===== src/rtl/kngc_pkg.sv =====
// Package for the keyboard n-gram metric counter: widths, config register
// indexes, event and history structs, and key geometry helpers.
// No dependencies.
`default_nettype none

package kngc_pkg;

  localparam int unsigned LetterW     = 5;
  localparam int unsigned KeyW        = 5;
  localparam int unsigned ColW        = 4;
  localparam int unsigned FingerW     = 3;
  localparam int unsigned MapLowW     = 60;
  localparam int unsigned MapMidW     = 60;
  localparam int unsigned MapHighW    = 10;
  localparam int unsigned MapW        = MapLowW + MapMidW + MapHighW;
  localparam int unsigned MapIdxW     = 8;
  localparam int unsigned ThreshW     = 4;
  localparam int unsigned CfgDataW    = 60;
  localparam int unsigned CfgIdxW     = 2;
  localparam int unsigned CounterBits = 32;
  localparam int unsigned OutW        = 32;
  localparam int unsigned NumCounters = 10;
  localparam int unsigned InDataW     = 8;
  localparam int unsigned OutDataW    = NumCounters * OutW;
  localparam int unsigned HistCntW    = 2;

  localparam logic [LetterW-1:0]  LastLetter  = LetterW'(25);
  localparam logic [KeyW-1:0]     KeyMax      = KeyW'(29);
  localparam logic [ThreshW-1:0]  ThreshReset = ThreshW'(2);
  localparam logic [63:0]         OutMax      = (64'd1 << OutW) - 64'd1;
  localparam logic [FingerW-1:0]  FirstRightFinger = FingerW'(4);

  // configuration register indexes
  typedef enum logic [CfgIdxW-1:0] {
    RegKeyMapLow     = 2'd0,
    RegKeyMapMid     = 2'd1,
    RegKeyMapHigh    = 2'd2,
    RegStretchThresh = 2'd3
  } cfg_reg_e;

  // one flag per counter, bigram total in bit 0
  typedef struct packed {
    logic one_hand;
    logic redirect;
    logic sfs;
    logic trigram;
    logic stretch;
    logic inroll;
    logic outroll;
    logic alt;
    logic sfb;
    logic bigram;
  } events_t;

  typedef struct packed {
    logic [KeyW-1:0]     last_key;
    logic [KeyW-1:0]     second_last_key;
    logic [HistCntW-1:0] count;
  } history_t;

  // key mod 10, key is at most 29
  function automatic logic [ColW-1:0] col_of(input logic [KeyW-1:0] key);
    logic [KeyW-1:0] r;
    if (key < KeyW'(10))      r = key;
    else if (key < KeyW'(20)) r = key - KeyW'(10);
    else                      r = key - KeyW'(20);
    return ColW'(r);
  endfunction

  // both index columns share a finger on each hand
  function automatic logic [FingerW-1:0] finger_of(input logic [ColW-1:0] col);
    logic [FingerW-1:0] f;
    case (col)
      4'd0:    f = 3'd0;
      4'd1:    f = 3'd1;
      4'd2:    f = 3'd2;
      4'd3:    f = 3'd3;
      4'd4:    f = 3'd3;
      4'd5:    f = 3'd4;
      4'd6:    f = 3'd4;
      4'd7:    f = 3'd5;
      4'd8:    f = 3'd6;
      default: f = 3'd7;
    endcase
    return f;
  endfunction

  function automatic logic hand_of(input logic [ColW-1:0] col);
    return finger_of(col) >= FirstRightFinger;
  endfunction

  // counter value shown on the output, clamped to the output width
  function automatic logic [OutW-1:0] clamp_out(input logic [CounterBits-1:0] c);
    logic [63:0] w;
    w = 64'(c);
    if (w > OutMax) return '1;
    return OutW'(w);
  endfunction

endpackage

`default_nettype wire


===== src/rtl/kngc_classify.sv =====
// Key lookup and bigram/trigram event classification for one letter.
// Depends on kngc_pkg.
`default_nettype none

module kngc_classify (
  input  wire logic [kngc_pkg::LetterW-1:0]  letter_i,
  input  wire logic                          start_i,
  input  wire kngc_pkg::history_t            hist_i,
  input  wire logic [kngc_pkg::MapLowW-1:0]  key_map_low_i,
  input  wire logic [kngc_pkg::MapMidW-1:0]  key_map_mid_i,
  input  wire logic [kngc_pkg::MapHighW-1:0] key_map_high_i,
  input  wire logic [kngc_pkg::ThreshW-1:0]  threshold_i,
  output kngc_pkg::events_t                  events_o,
  output kngc_pkg::history_t                 hist_o
);

  logic [kngc_pkg::MapW-1:0]     key_map;
  logic                          letter_ok;
  logic [kngc_pkg::MapIdxW-1:0]  map_idx;
  logic [kngc_pkg::KeyW-1:0]     key_raw;
  logic [kngc_pkg::KeyW-1:0]     k3;
  logic [kngc_pkg::KeyW-1:0]     k2;
  logic [kngc_pkg::KeyW-1:0]     k1;
  logic [kngc_pkg::HistCntW-1:0] cnt;
  logic [kngc_pkg::ColW-1:0]     c1, c2, c3;
  logic                          h1, h2, h3;
  logic signed [kngc_pkg::ColW:0] d, d1;
  logic [kngc_pkg::ColW-1:0]     gap;
  logic                          is_bigram, is_trigram, same_hand;

  // letter to key
  assign key_map   = {key_map_high_i, key_map_mid_i, key_map_low_i};
  assign letter_ok = letter_i <= kngc_pkg::LastLetter;
  assign map_idx   = letter_ok ? kngc_pkg::MapIdxW'(letter_i) * kngc_pkg::MapIdxW'(5)
                               : '0;
  assign key_raw   = key_map[map_idx +: kngc_pkg::KeyW];
  assign k3        = (key_raw > kngc_pkg::KeyMax) ? kngc_pkg::KeyMax : key_raw;

  // history as seen after an optional start clear
  assign cnt = start_i ? '0 : hist_i.count;
  assign k2  = hist_i.last_key;
  assign k1  = hist_i.second_last_key;

  assign c1 = kngc_pkg::col_of(k1);
  assign c2 = kngc_pkg::col_of(k2);
  assign c3 = kngc_pkg::col_of(k3);
  assign h1 = kngc_pkg::hand_of(c1);
  assign h2 = kngc_pkg::hand_of(c2);
  assign h3 = kngc_pkg::hand_of(c3);

  assign d   = $signed({1'b0, c3}) - $signed({1'b0, c2});
  assign d1  = $signed({1'b0, c2}) - $signed({1'b0, c1});
  assign gap = d[kngc_pkg::ColW] ? kngc_pkg::ColW'(-d) : kngc_pkg::ColW'(d);

  assign is_bigram  = letter_ok && (cnt != '0);
  assign is_trigram = is_bigram && (cnt == kngc_pkg::HistCntW'(2));
  assign same_hand  = (h2 == h3);

  // event flags
  always_comb begin
    events_o          = '0;
    events_o.bigram   = is_bigram;
    events_o.sfb      = is_bigram && (kngc_pkg::finger_of(c2) == kngc_pkg::finger_of(c3));
    events_o.alt      = is_bigram && !same_hand;
    events_o.outroll  = is_bigram && same_hand && (d == 5'sd1);
    events_o.inroll   = is_bigram && same_hand && (d == -5'sd1);
    events_o.stretch  = is_bigram && same_hand && (gap > threshold_i);
    events_o.trigram  = is_trigram;
    events_o.sfs      = is_trigram && (kngc_pkg::finger_of(c1) == kngc_pkg::finger_of(c3));
    if (is_trigram && (h1 == h2) && same_hand) begin
      if (((d1 > 0) && (d < 0)) || ((d1 < 0) && (d > 0))) begin
        events_o.redirect = 1'b1;
      end else begin
        events_o.one_hand = 1'b1;
      end
    end
  end

  // next history; an ignored letter leaves it as is (cleared on start)
  always_comb begin
    if (letter_ok) begin
      hist_o.second_last_key = k2;
      hist_o.last_key        = k3;
      hist_o.count           = (cnt == kngc_pkg::HistCntW'(2)) ? cnt
                                                               : cnt + kngc_pkg::HistCntW'(1);
    end else if (start_i) begin
      hist_o = '0;
    end else begin
      hist_o = hist_i;
    end
  end

endmodule

`default_nettype wire


===== src/rtl/kngc_counter_bank.sv =====
// Ten saturating event counters; they double as the result register.
// Depends on kngc_pkg.
`default_nettype none

module kngc_counter_bank (
  input  wire logic                            clk_i,
  input  wire logic                            rst_ni,
  input  wire logic                            step_i,
  input  wire logic                            clear_i,
  input  wire kngc_pkg::events_t               events_i,
  output logic [kngc_pkg::OutDataW-1:0]        counts_o
);

  logic [kngc_pkg::CounterBits-1:0] cnt_q [kngc_pkg::NumCounters];
  logic [kngc_pkg::CounterBits-1:0] cnt_d [kngc_pkg::NumCounters];
  logic [kngc_pkg::NumCounters-1:0] ev_bits;

  assign ev_bits = events_i;

  // clear on start, then saturating increment
  always_comb begin
    logic [kngc_pkg::CounterBits-1:0] base;
    for (int i = 0; i < kngc_pkg::NumCounters; i++) begin
      base = clear_i ? '0 : cnt_q[i];
      if (ev_bits[i] && (base != '1)) begin
        cnt_d[i] = base + kngc_pkg::CounterBits'(1);
      end else begin
        cnt_d[i] = base;
      end
    end
  end

  always_ff @(posedge clk_i or negedge rst_ni) begin
    if (!rst_ni) begin
      for (int i = 0; i < kngc_pkg::NumCounters; i++) cnt_q[i] <= '0;
    end else if (step_i) begin
      for (int i = 0; i < kngc_pkg::NumCounters; i++) cnt_q[i] <= cnt_d[i];
    end
  end

  always_comb begin
    for (int i = 0; i < kngc_pkg::NumCounters; i++) begin
      counts_o[i*kngc_pkg::OutW +: kngc_pkg::OutW] = kngc_pkg::clamp_out(cnt_q[i]);
    end
  end

endmodule

`default_nettype wire


===== src/rtl/keyboard_ngram_metric_counter_top.sv =====
// A letter accepted on the stream passes the input register, then the counter/result
// register. Throughput: one letter per cycle while m_axis_tready does not stall the
// output, set by the combinational lookup, classify and counter increment path.
// Reset: counters, key history and valid flags cleared; key maps read as key 0,
// stretch threshold 2.
// Top level: stream handshake, input register, config registers, key history.
// Depends on kngc_pkg, kngc_classify, kngc_counter_bank.
`default_nettype none

module keyboard_ngram_metric_counter_top (
  input  wire logic                            clk_i,
  input  wire logic                            rst_ni,
  // config write port
  input  wire logic                            cfg_we_i,
  input  wire logic [kngc_pkg::CfgIdxW-1:0]    cfg_idx_i,
  input  wire logic [kngc_pkg::CfgDataW-1:0]   cfg_wdata_i,
  // letter stream
  input  wire logic                            s_axis_tvalid,
  output logic                                 s_axis_tready,
  input  wire logic [kngc_pkg::InDataW-1:0]    s_axis_tdata,  // [4:0] letter, rest zero
  input  wire logic [0:0]                      s_axis_tuser,  // [0] start_req
  // counter stream
  output logic                                 m_axis_tvalid,
  input  wire logic                            m_axis_tready,
  // 32 bits each, from bit 0: bigram_total, same_finger_bigrams, alternations,
  // outward_rolls, inward_rolls, lateral_stretches, trigram_total,
  // same_finger_skips, redirects, one_hand_runs
  output logic [kngc_pkg::OutDataW-1:0]        m_axis_tdata
);

  logic [kngc_pkg::MapLowW-1:0]  key_map_low_q;
  logic [kngc_pkg::MapMidW-1:0]  key_map_mid_q;
  logic [kngc_pkg::MapHighW-1:0] key_map_high_q;
  logic [kngc_pkg::ThreshW-1:0]  threshold_q;

  logic                          in_valid_q, in_valid_d;
  logic [kngc_pkg::LetterW-1:0]  letter_q;
  logic                          start_q;
  logic                          out_valid_q, out_valid_d;
  logic                          s_fire, advance;

  kngc_pkg::history_t            hist_q, hist_d;
  kngc_pkg::events_t             events;

  // config register writes
  always_ff @(posedge clk_i or negedge rst_ni) begin
    if (!rst_ni) begin
      key_map_low_q  <= '0;
      key_map_mid_q  <= '0;
      key_map_high_q <= '0;
      threshold_q    <= kngc_pkg::ThreshReset;
    end else if (cfg_we_i) begin
      unique case (kngc_pkg::cfg_reg_e'(cfg_idx_i))
        kngc_pkg::RegKeyMapLow:     key_map_low_q  <= cfg_wdata_i;
        kngc_pkg::RegKeyMapMid:     key_map_mid_q  <= cfg_wdata_i;
        kngc_pkg::RegKeyMapHigh:    key_map_high_q <= cfg_wdata_i[kngc_pkg::MapHighW-1:0];
        kngc_pkg::RegStretchThresh: threshold_q    <= cfg_wdata_i[kngc_pkg::ThreshW-1:0];
        default: ;
      endcase
    end
  end

  // handshake: the stage moves when the result slot is free or being drained
  assign advance       = in_valid_q && (!out_valid_q || m_axis_tready);
  assign s_axis_tready = !in_valid_q || advance;
  assign s_fire        = s_axis_tvalid && s_axis_tready;

  always_comb begin
    in_valid_d = in_valid_q;
    if (s_fire)       in_valid_d = 1'b1;
    else if (advance) in_valid_d = 1'b0;
  end

  always_comb begin
    out_valid_d = out_valid_q;
    if (advance)            out_valid_d = 1'b1;
    else if (m_axis_tready) out_valid_d = 1'b0;
  end

  always_ff @(posedge clk_i or negedge rst_ni) begin
    if (!rst_ni) begin
      in_valid_q  <= 1'b0;
      out_valid_q <= 1'b0;
      hist_q      <= '0;
    end else begin
      in_valid_q  <= in_valid_d;
      out_valid_q <= out_valid_d;
      if (advance) hist_q <= hist_d;
    end
  end

  // input payload register
  always_ff @(posedge clk_i) begin
    if (s_fire) begin
      letter_q <= s_axis_tdata[kngc_pkg::LetterW-1:0];
      start_q  <= s_axis_tuser[0];
    end
  end

  kngc_classify u_classify (
    .letter_i       (letter_q),
    .start_i        (start_q),
    .hist_i         (hist_q),
    .key_map_low_i  (key_map_low_q),
    .key_map_mid_i  (key_map_mid_q),
    .key_map_high_i (key_map_high_q),
    .threshold_i    (threshold_q),
    .events_o       (events),
    .hist_o         (hist_d)
  );

  kngc_counter_bank u_counter_bank (
    .clk_i    (clk_i),
    .rst_ni   (rst_ni),
    .step_i   (advance),
    .clear_i  (start_q),
    .events_i (events),
    .counts_o (m_axis_tdata)
  );

  assign m_axis_tvalid = out_valid_q;

endmodule

`default_nettype wire


===== config.mk =====
export PLATFORM = sky130hd
export DESIGN_NAME = keyboard_ngram_metric_counter_top
export DESIGN_NICKNAME = d
export VERILOG_FILES = /design/src/rtl/kngc_pkg.sv /design/src/rtl/kngc_classify.sv /design/src/rtl/kngc_counter_bank.sv /design/src/rtl/keyboard_ngram_metric_counter_top.sv
export SDC_FILE = /design/constraint.sdc
export NUM_CORES = 1
export LEC_CHECK = 0
export BUFFER_PORTS_ARGS = -buffer_cell sky130_fd_sc_hd__buf_4
export CORE_MARGIN = 3
export CORE_UTILIZATION = 30
export CTS_CLUSTER_SIZE = 28
export DETAILED_ROUTE_END_ITERATION = 10
export HOLD_SLACK_MARGIN = 0.1
export SYNTH_ARGS = -nofsm -noshare
export SYNTH_HDL_FRONTEND = slang
export SYNTH_HIERARCHICAL = 1
export SYNTH_SLANG_ARGS = --single-unit

===== constraint.sdc =====
create_clock -name clk_i -period 15.96 [get_ports clk_i]
set_input_delay 1.596 -clock clk_i [delete_from_list [all_inputs] [get_ports clk_i]]
set_output_delay 1.596 -clock clk_i [all_outputs]
set_load 0.1 [all_outputs]

==> results of run 1 <==
[logic make-up (layout without fill, tap and decap cells)]
family	after synthesis	after routing	share of synthesized area, %
buf+inv	262	618	4.303
flops	474	474	39.02
fa+ha+maj	32	32	1.388
compound gates	464	464	11.15
simple gates	1398	1398	24.50
mux	349	349	12.66
other cells	0	3	0
xor+xnor	243	243	6.984
[per-stage QoR]
step           util [%]  std cells  instance area [sq um]  hold slack (ns)  setup WS, ns
3_5_place_dp      34.34       4833                  34490           0.4887         6.636
6_report          36.27       4938                  36430           0.5009         6.385
4_1_cts           36.26       4935                  36420           0.5060         6.598
2_1_floorplan         -       3222                  30480           0.4572         8.424
3_3_place_gp      34.34       4833                  34490           0.4812         6.740
5_1_grt           36.26       4935                  36420           0.5220         5.793
[placed cells by master, fill, tap and decap left out, drive strengths merged, types with 35 or more instances in the layout]
cell	instances
a21oi	82
and3	79
and4	38
buf	434
clkbuf	76
dfrtp	467
inv	83
mux2	168
mux2i	169
nand2	507
nand3	168
nand4	105
nor2	156
nor2b	35
nor3	80
nor4	46
o21ai	70
o22ai	38
xnor2	113
xor2	130
[path summary, 6_finish.rpt]
| path | depth (start not counted) | end | slack (ns) | start |
|---|---|---|---|---|
| worst max-delay path | 35 | u_counter_bank/counts_o[187] | 6.38 | letter_q[4] |
| worst min-delay path | 1 | m_axis_tvalid | 0.50 | in_valid_q |
| worst max register to register | 35 | u_counter_bank/counts_o[187] | 6.38 | letter_q[4] |
| worst min register to register | 1 | m_axis_tvalid | 0.50 | in_valid_q |
| max in group asynchronous | 3 | u_counter_bank/counts_o[73] | 12.80 | rst_ni |
| min in group asynchronous | 1 | u_counter_bank/counts_o[28] | 0.88 | rst_ni |
[per-layer routing]
layer	vias up	share of wire, %	routed length (um)	track usage, %
met2	929	47	49010	30.88
met5	-	0.012	13	0
met4	2	3.7	3884	7.220
li1	12390	-	-	-
met1	13400	42	44270	24.93
met3	186	7.6	8014	4.473
[synth_stat cells (14+ instances only)]
cell,number
a211oi_1,30
a21oi_1,79
a221oi_1,15
a31oi_1,30
and2_1,28
and3_1,78
and4_1,37
and4b_1,20
buf_1,16
buf_2,58
buf_4,16
buf_6,26
clkbuf_1,64
dfrtp_1,467
ha_1,29
inv_1,82
mux2_2,162
mux2i_1,169
nand2_1,506
nand2b_1,25
nand3_1,167
nand3b_1,14
nand4_1,104
nor2_1,151
nor2b_1,33
nor3_1,76
nor3b_1,20
nor4_1,30
o211ai_1,14
o21ai_0,67
o22ai_1,37
or3_1,17
xnor2_1,113
xor2_1,130
[power breakdown]
group          internal, mW  switching, mW
combinational         0.644           1.12
sequential             1.32          0.165
clock                 0.795          0.555
total                  2.76           1.84
[cell type report]
| cell class | instances | area share (%) |
|---|---|---|
| timing repair buffer | 434 | 9.068 |
| tap | 1357 | 4.661 |
| sequential | 474 | 32.65 |
| clock buffer | 76 | 4.242 |
| antenna | 3 | 0.02061 |
| multi-input combinational | 2486 | 47.45 |
| inverter | 82 | 0.8518 |
| clock inverter | 26 | 1.054 |
[sequential cells by signal, summed over array words and instances, names as in the netlist]
name and cells:
u_counter_bank/counts_o 320, key_map_mid_q 60, m_axis_tvalid 1, key_map_high_q 10, threshold_q 4, letter_q 5
in_valid_q 1, start_q 1, hist_q 12, key_map_low_q 60
==> summary.txt, run 1 <==
Outcome
  – Run status: finished clean

Drt
  – Post-DRT Antenna Nets: 0
  – Vias/cell: 5.449
  – Wire per inst: 21.30 um
  – Final WL: 105,200 um
  – Vias: 26,910
  – Drt first pass iters: 5
  – Initial DRC count: 2,114
  – Drt drc: 0

Yosys
  – Distinct cells, synth: 120
  – Seq/Total Area, Yosys: 39.02%
  – Synthesized area per cell: 9.459 sq um
  – Async set-reset flop share out of synthesis: 98.73%
  – Mapped cell area: 0.03048 sq mm
  – Yosys warns: 6
  – Largest cells by area after synthesis: dfrtp_1 38%, nand2_1 6.2%, mux2_2 6.0%, mux2i_1 5.6%, xor2_1 3.7%
  – Post-synth top area share: 38.35%
  – Post-synth top area cell: dfrtp_1
  – #FFs+latches synth: 474
  – Mapped Cells: 3,222
  – Mapped Nets: 3,330
  – Ys flop type: dfrtp_1
  – Post-synth EDFFs: 6

Clock tree
  – H-tree depth: 2
  – Num CTS Buffers: 55
  – Longest Clk Path Bufs: 3
  – Worst-Skew Late Latency: 0.66 ns
  – Post_cts resized: 0
  – Post-CTS Setup Repair Bufs: 0
  – TritonCTS Sinks: 474
  – Clock transition at path regs: 0.06 ns
  – Hold buffers post-CTS: 0
  – TritonCTS clock tree: yes
  – CTS Root Buffer Type: clkbuf_16

Finish
  – Footprint of the multi-input gates: 0.01729 sq mm
  – Storage element area: 0.01189 sq mm
  – NumNets Final: 3,641
  – Area delta synth->final: 19.53%
  – Filler instances: 10,280
  – Layout cells sized above 1: 21.91%

Critical path
  – Setup CP Type: flop to flop
  – Critical path buffer and inverter count: 5
  – Critical path arrival: 10.11 ns
  – CP Capture Type: flop
  – Req. time, crit path: 16.50 ns
  – CP top delay family: simple AND/OR/NAND/NOR gates
  – CP startpoint kind: flop
  – Critical-path maximum fanout: 63
  – Max stage delay on crit path: 0.89 ns
  – Crit-path slowest cell: edfxtp_1

Power and ir drop
  – Leak pwr: 15.33 nW
  – Power density cells: 126.3 mW/mm^2
  – VDD IR-drop max: 137.3 uV
  – Total power: 4.601 mW

GRT
  – Initial antenna violation count: 2
  – Total grt overflow: 0
  – First-pass GRT wire length: 162,000 um
  – Largest net degree at the start of global routing: 193
  – Vias in the first global route: 26,150
  – Gr usage total: 19.15%

STA
  – Highest clock rate: 104.4 MHz
  – Final min period: 9.575 ns
  – Final slew viol count: 0
  – Final period utilization: 59.99%
  – RSZ-0062 raised after global routing: false
  – Slew margin rel.: 10.21%
  – Clk_skew: 0.06177 ns
  – Final Hold Fails: 0
  – Worst-Margin Slew: 1.337 ns
  – Setup TNS: 0 ns
  – Final setup fails: 0

Placed design
  – Port Buffers: 394
  – DP HPWL: 74,050 um
  – GPL Wtd Cong: 0.9537

Die
  – # rows: 116
  – Full die area: 0.1054 sq mm
  – Die X: 324.7 um
  – Starting density of the core: 30.34%
  – Die Ht: 324.7 um
  – Placeable Area: 0.1004 sq mm
  – # IOs: 398

Worst hold path
  – Tightest Hold Check Type: flop to flop

Job
  – Max cap viols: 0
Note: power is estimated with default switching activity, not from simulation.
==> run 2, diff against run 1 <==
==> constraint.sdc (replaced) <==
create_clock -name clk_i -period 8.6 [get_ports clk_i]
set_input_delay 0.86 -clock clk_i [delete_from_list [all_inputs] [get_ports clk_i]]
set_output_delay 0.86 -clock clk_i [all_outputs]
set_load 0.1 [all_outputs]
==> run 2 against run 1 <==
Against the previous run: hold slack lost 0.26 ns; non-clock buffer count increased by 51; die area unchanged; cell count is 1.1% higher; clock power is 87% higher; core utilization up 0.55 points; maximum frequency is 19% higher; flip-flop and latch count is the same; wire length rose by 1.2%; largest cell class unchanged.
==> summary.txt, run 2 (same netlist as run 1, synthesis figures left out) <==
Outcome
  – Run status: finished clean

Power and ir drop
  – Power density cells: 234.3 mW/mm^2 (+85%)
  – Leak pwr: 15.65 nW (+2.1%)
  – VDD IR-drop max: 240.1 uV (+75%)

Clock tree
  – Longest Clk Path Bufs: 3 (unchanged)
  – H-tree depth: 2 (unchanged)
  – TritonCTS clock tree: yes
  – CTS Root Buffer Type: clkbuf_16
  – Worst-Skew Late Latency: 0.66 ns (about the same)
  – TritonCTS Sinks: 474 (unchanged)
  – Num CTS Buffers: 56 (+1.8%)
  – Clock transition at path regs: 0.06 ns (about the same)

STA
  – Slew margin rel.: 31.08% (+21 points)
  – RSZ-0062 raised after global routing: false
  – Final slew viol count: 0 (unchanged)
  – Final setup fails: 0 (unchanged)
  – Final period utilization: 93.18% (+33 points)
  – Final Hold Fails: 0 (unchanged)
  – Final min period: 8.013 ns (-1.562 ns)
  – Worst-Margin Slew: 1.034 ns (-0.3028 ns)
  – Highest clock rate: 124.8 MHz (+19%)
  – Clk_skew: 0.03162 ns (-0.03015 ns)
  – Setup TNS: 0 ns (unchanged)

Die
  – Full die area: 0.1054 sq mm (unchanged)
  – # IOs: 398 (unchanged)
  – Placeable Area: 0.1004 sq mm (unchanged)
  – Die X: 324.7 um (unchanged)
  – # rows: 116 (unchanged)
  – Die Ht: 324.7 um (unchanged)
  – Starting density of the core: 30.34% (unchanged)

Drt
  – Final WL: 106,400 um (+1.2%)
  – Vias/cell: 5.395 (-0.98%)
  – Drt first pass iters: 6 (+1)
  – Initial DRC count: 2,280 (+7.9%)
  – Vias: 26,930 (+0.11%)
  – Post-DRT Antenna Nets: 0 (unchanged)
  – Drt drc: 0 (unchanged)
  – Wire per inst: 21.32 um (about the same)

Finish
  – Fin area: 0.03698 sq mm (+1.5%)
  – Most frequent cells in the layout: 505 x nand2_1, 472 x buf_4, 467 x dfrtp_1, 169 x mux2i_1, 166 x nand3_1
  – Number of flip-flops in the largest register: 320 (unchanged)
  – Layout cells sized above 1: 23.40% (+1.5 points)
  – NumNets Final: 3,693 (+1.4%)
  – Commonest non-fill, non-tap cell in the layout: nand2_1
  – Filler instances: 10,240 (-0.37%)
  – Area delta synth->final: 21.35%

Critical path
  – Setup CP Type: flop to flop
  – Critical-path maximum fanout: 9 (-86%)
  – CP startpoint kind: flop
  – Critical path arrival: 8.59 ns (-1.52 ns)
  – CP Capture Type: flop
  – Crit-path most repeated cell: ha_1
  – CP top delay family: compound AO/OA/AOI/OAI gates
  – Max stage delay on crit path: 0.60 ns (-0.29 ns)
  – Critical path buffer and inverter count: 5 (unchanged)
  – Req. time, crit path: 9.18 ns (-7.32 ns)
  – Crit-path slowest cell: fa_2

GRT
  – Vias in the first global route: 26,290 (+0.54%)
  – Largest net degree at the start of global routing: 213 (+10%)
  – Total grt overflow: 0 (unchanged)
  – Gr usage total: 19.46% (+0.31 points)
  – Initial antenna violation count: 2 (unchanged)
  – First-pass GRT wire length: 164,000 um (+1.2%)

Placed design
  – Port Buffers: 394 (unchanged)
  – GPL Wtd Cong: 0.9819 (+3.0%)
  – Placed Area: 0.03489 sq mm (+1.1%)
  – DP HPWL: 75,840 um (+2.4%)

Job
  – Max cap viols: 0 (unchanged)

Worst hold path
  – Tightest Hold Check Type: input port to asynchronous set/reset pin
## run 2: routing by layer
layer  routed length [um]  track usage, %  up-vias
li1                     -               -    12520
met1                45170           25.24    13280
met2                48780           31.29      929
met3                 7597           4.284      209
met4                 4859           8.197        0
met5                    0               0        -
## run 2: stage by stage
step	util (%)	hold WS [ns]	instances	total power, mW	worst slack, ns
after floorplan	-	0.4572	3222	5.153	1.064
after global placement	34.73	0.4794	4874	6.068	0.2378
after detailed placement	34.73	0.4912	4874	6.105	0.2382
after CTS	36.67	0.2775	4979	8.690	0.1620
after global routing	36.81	0.3173	4989	9.193	0.006124
final	36.82	0.2415	4992	8.664	0.5867
## run 2: path summary, 6_finish.rpt
check                      cells past startpoint  slack [ns]                   startpoint                           end
max                                           36        0.59                  letter_q[1]  u_counter_bank/counts_o[189]
min                                            1        0.24                       rst_ni   u_counter_bank/counts_o[28]
max reg2reg                                   36        0.59                  letter_q[1]  u_counter_bank/counts_o[189]
min reg2reg                                    1        0.50  u_counter_bank/counts_o[74]   u_counter_bank/counts_o[74]
max in group asynchronous                      2        6.81                       rst_ni             key_map_mid_q[33]
min in group clk_i                             1        0.39              s_axis_tdata[1]                   letter_q[1]
## run 2: power by group
group / switching (mW) / internal, mW
Combinational: 2.12 / 1.26
Sequential: 0.302 / 2.45
Clock: 1.06 / 1.47
## run 2: cell type report
type | count | area [sq um] | share of cell area, %
clock buffer | 75 | 1563 | 4.226
timing repair buffer | 485 | 3799 | 10.27
tap | 1357 | 1698 | 4.591
multi-input combinational | 2486 | 17330 | 46.86
sequential | 474 | 11890 | 32.16
antenna | 3 | 7.507 | 0.02030
clock inverter | 30 | 382.9 | 1.035
inverter | 82 | 310.3 | 0.8391
## run 2: timing repair
action	4_1_cts	5_1_grt
endpoints found under the setup margin	0	26
setup buffers	0	10
gates resized for setup	0	11
hold buffers	0	0
endpoints found under the hold margin	0	0
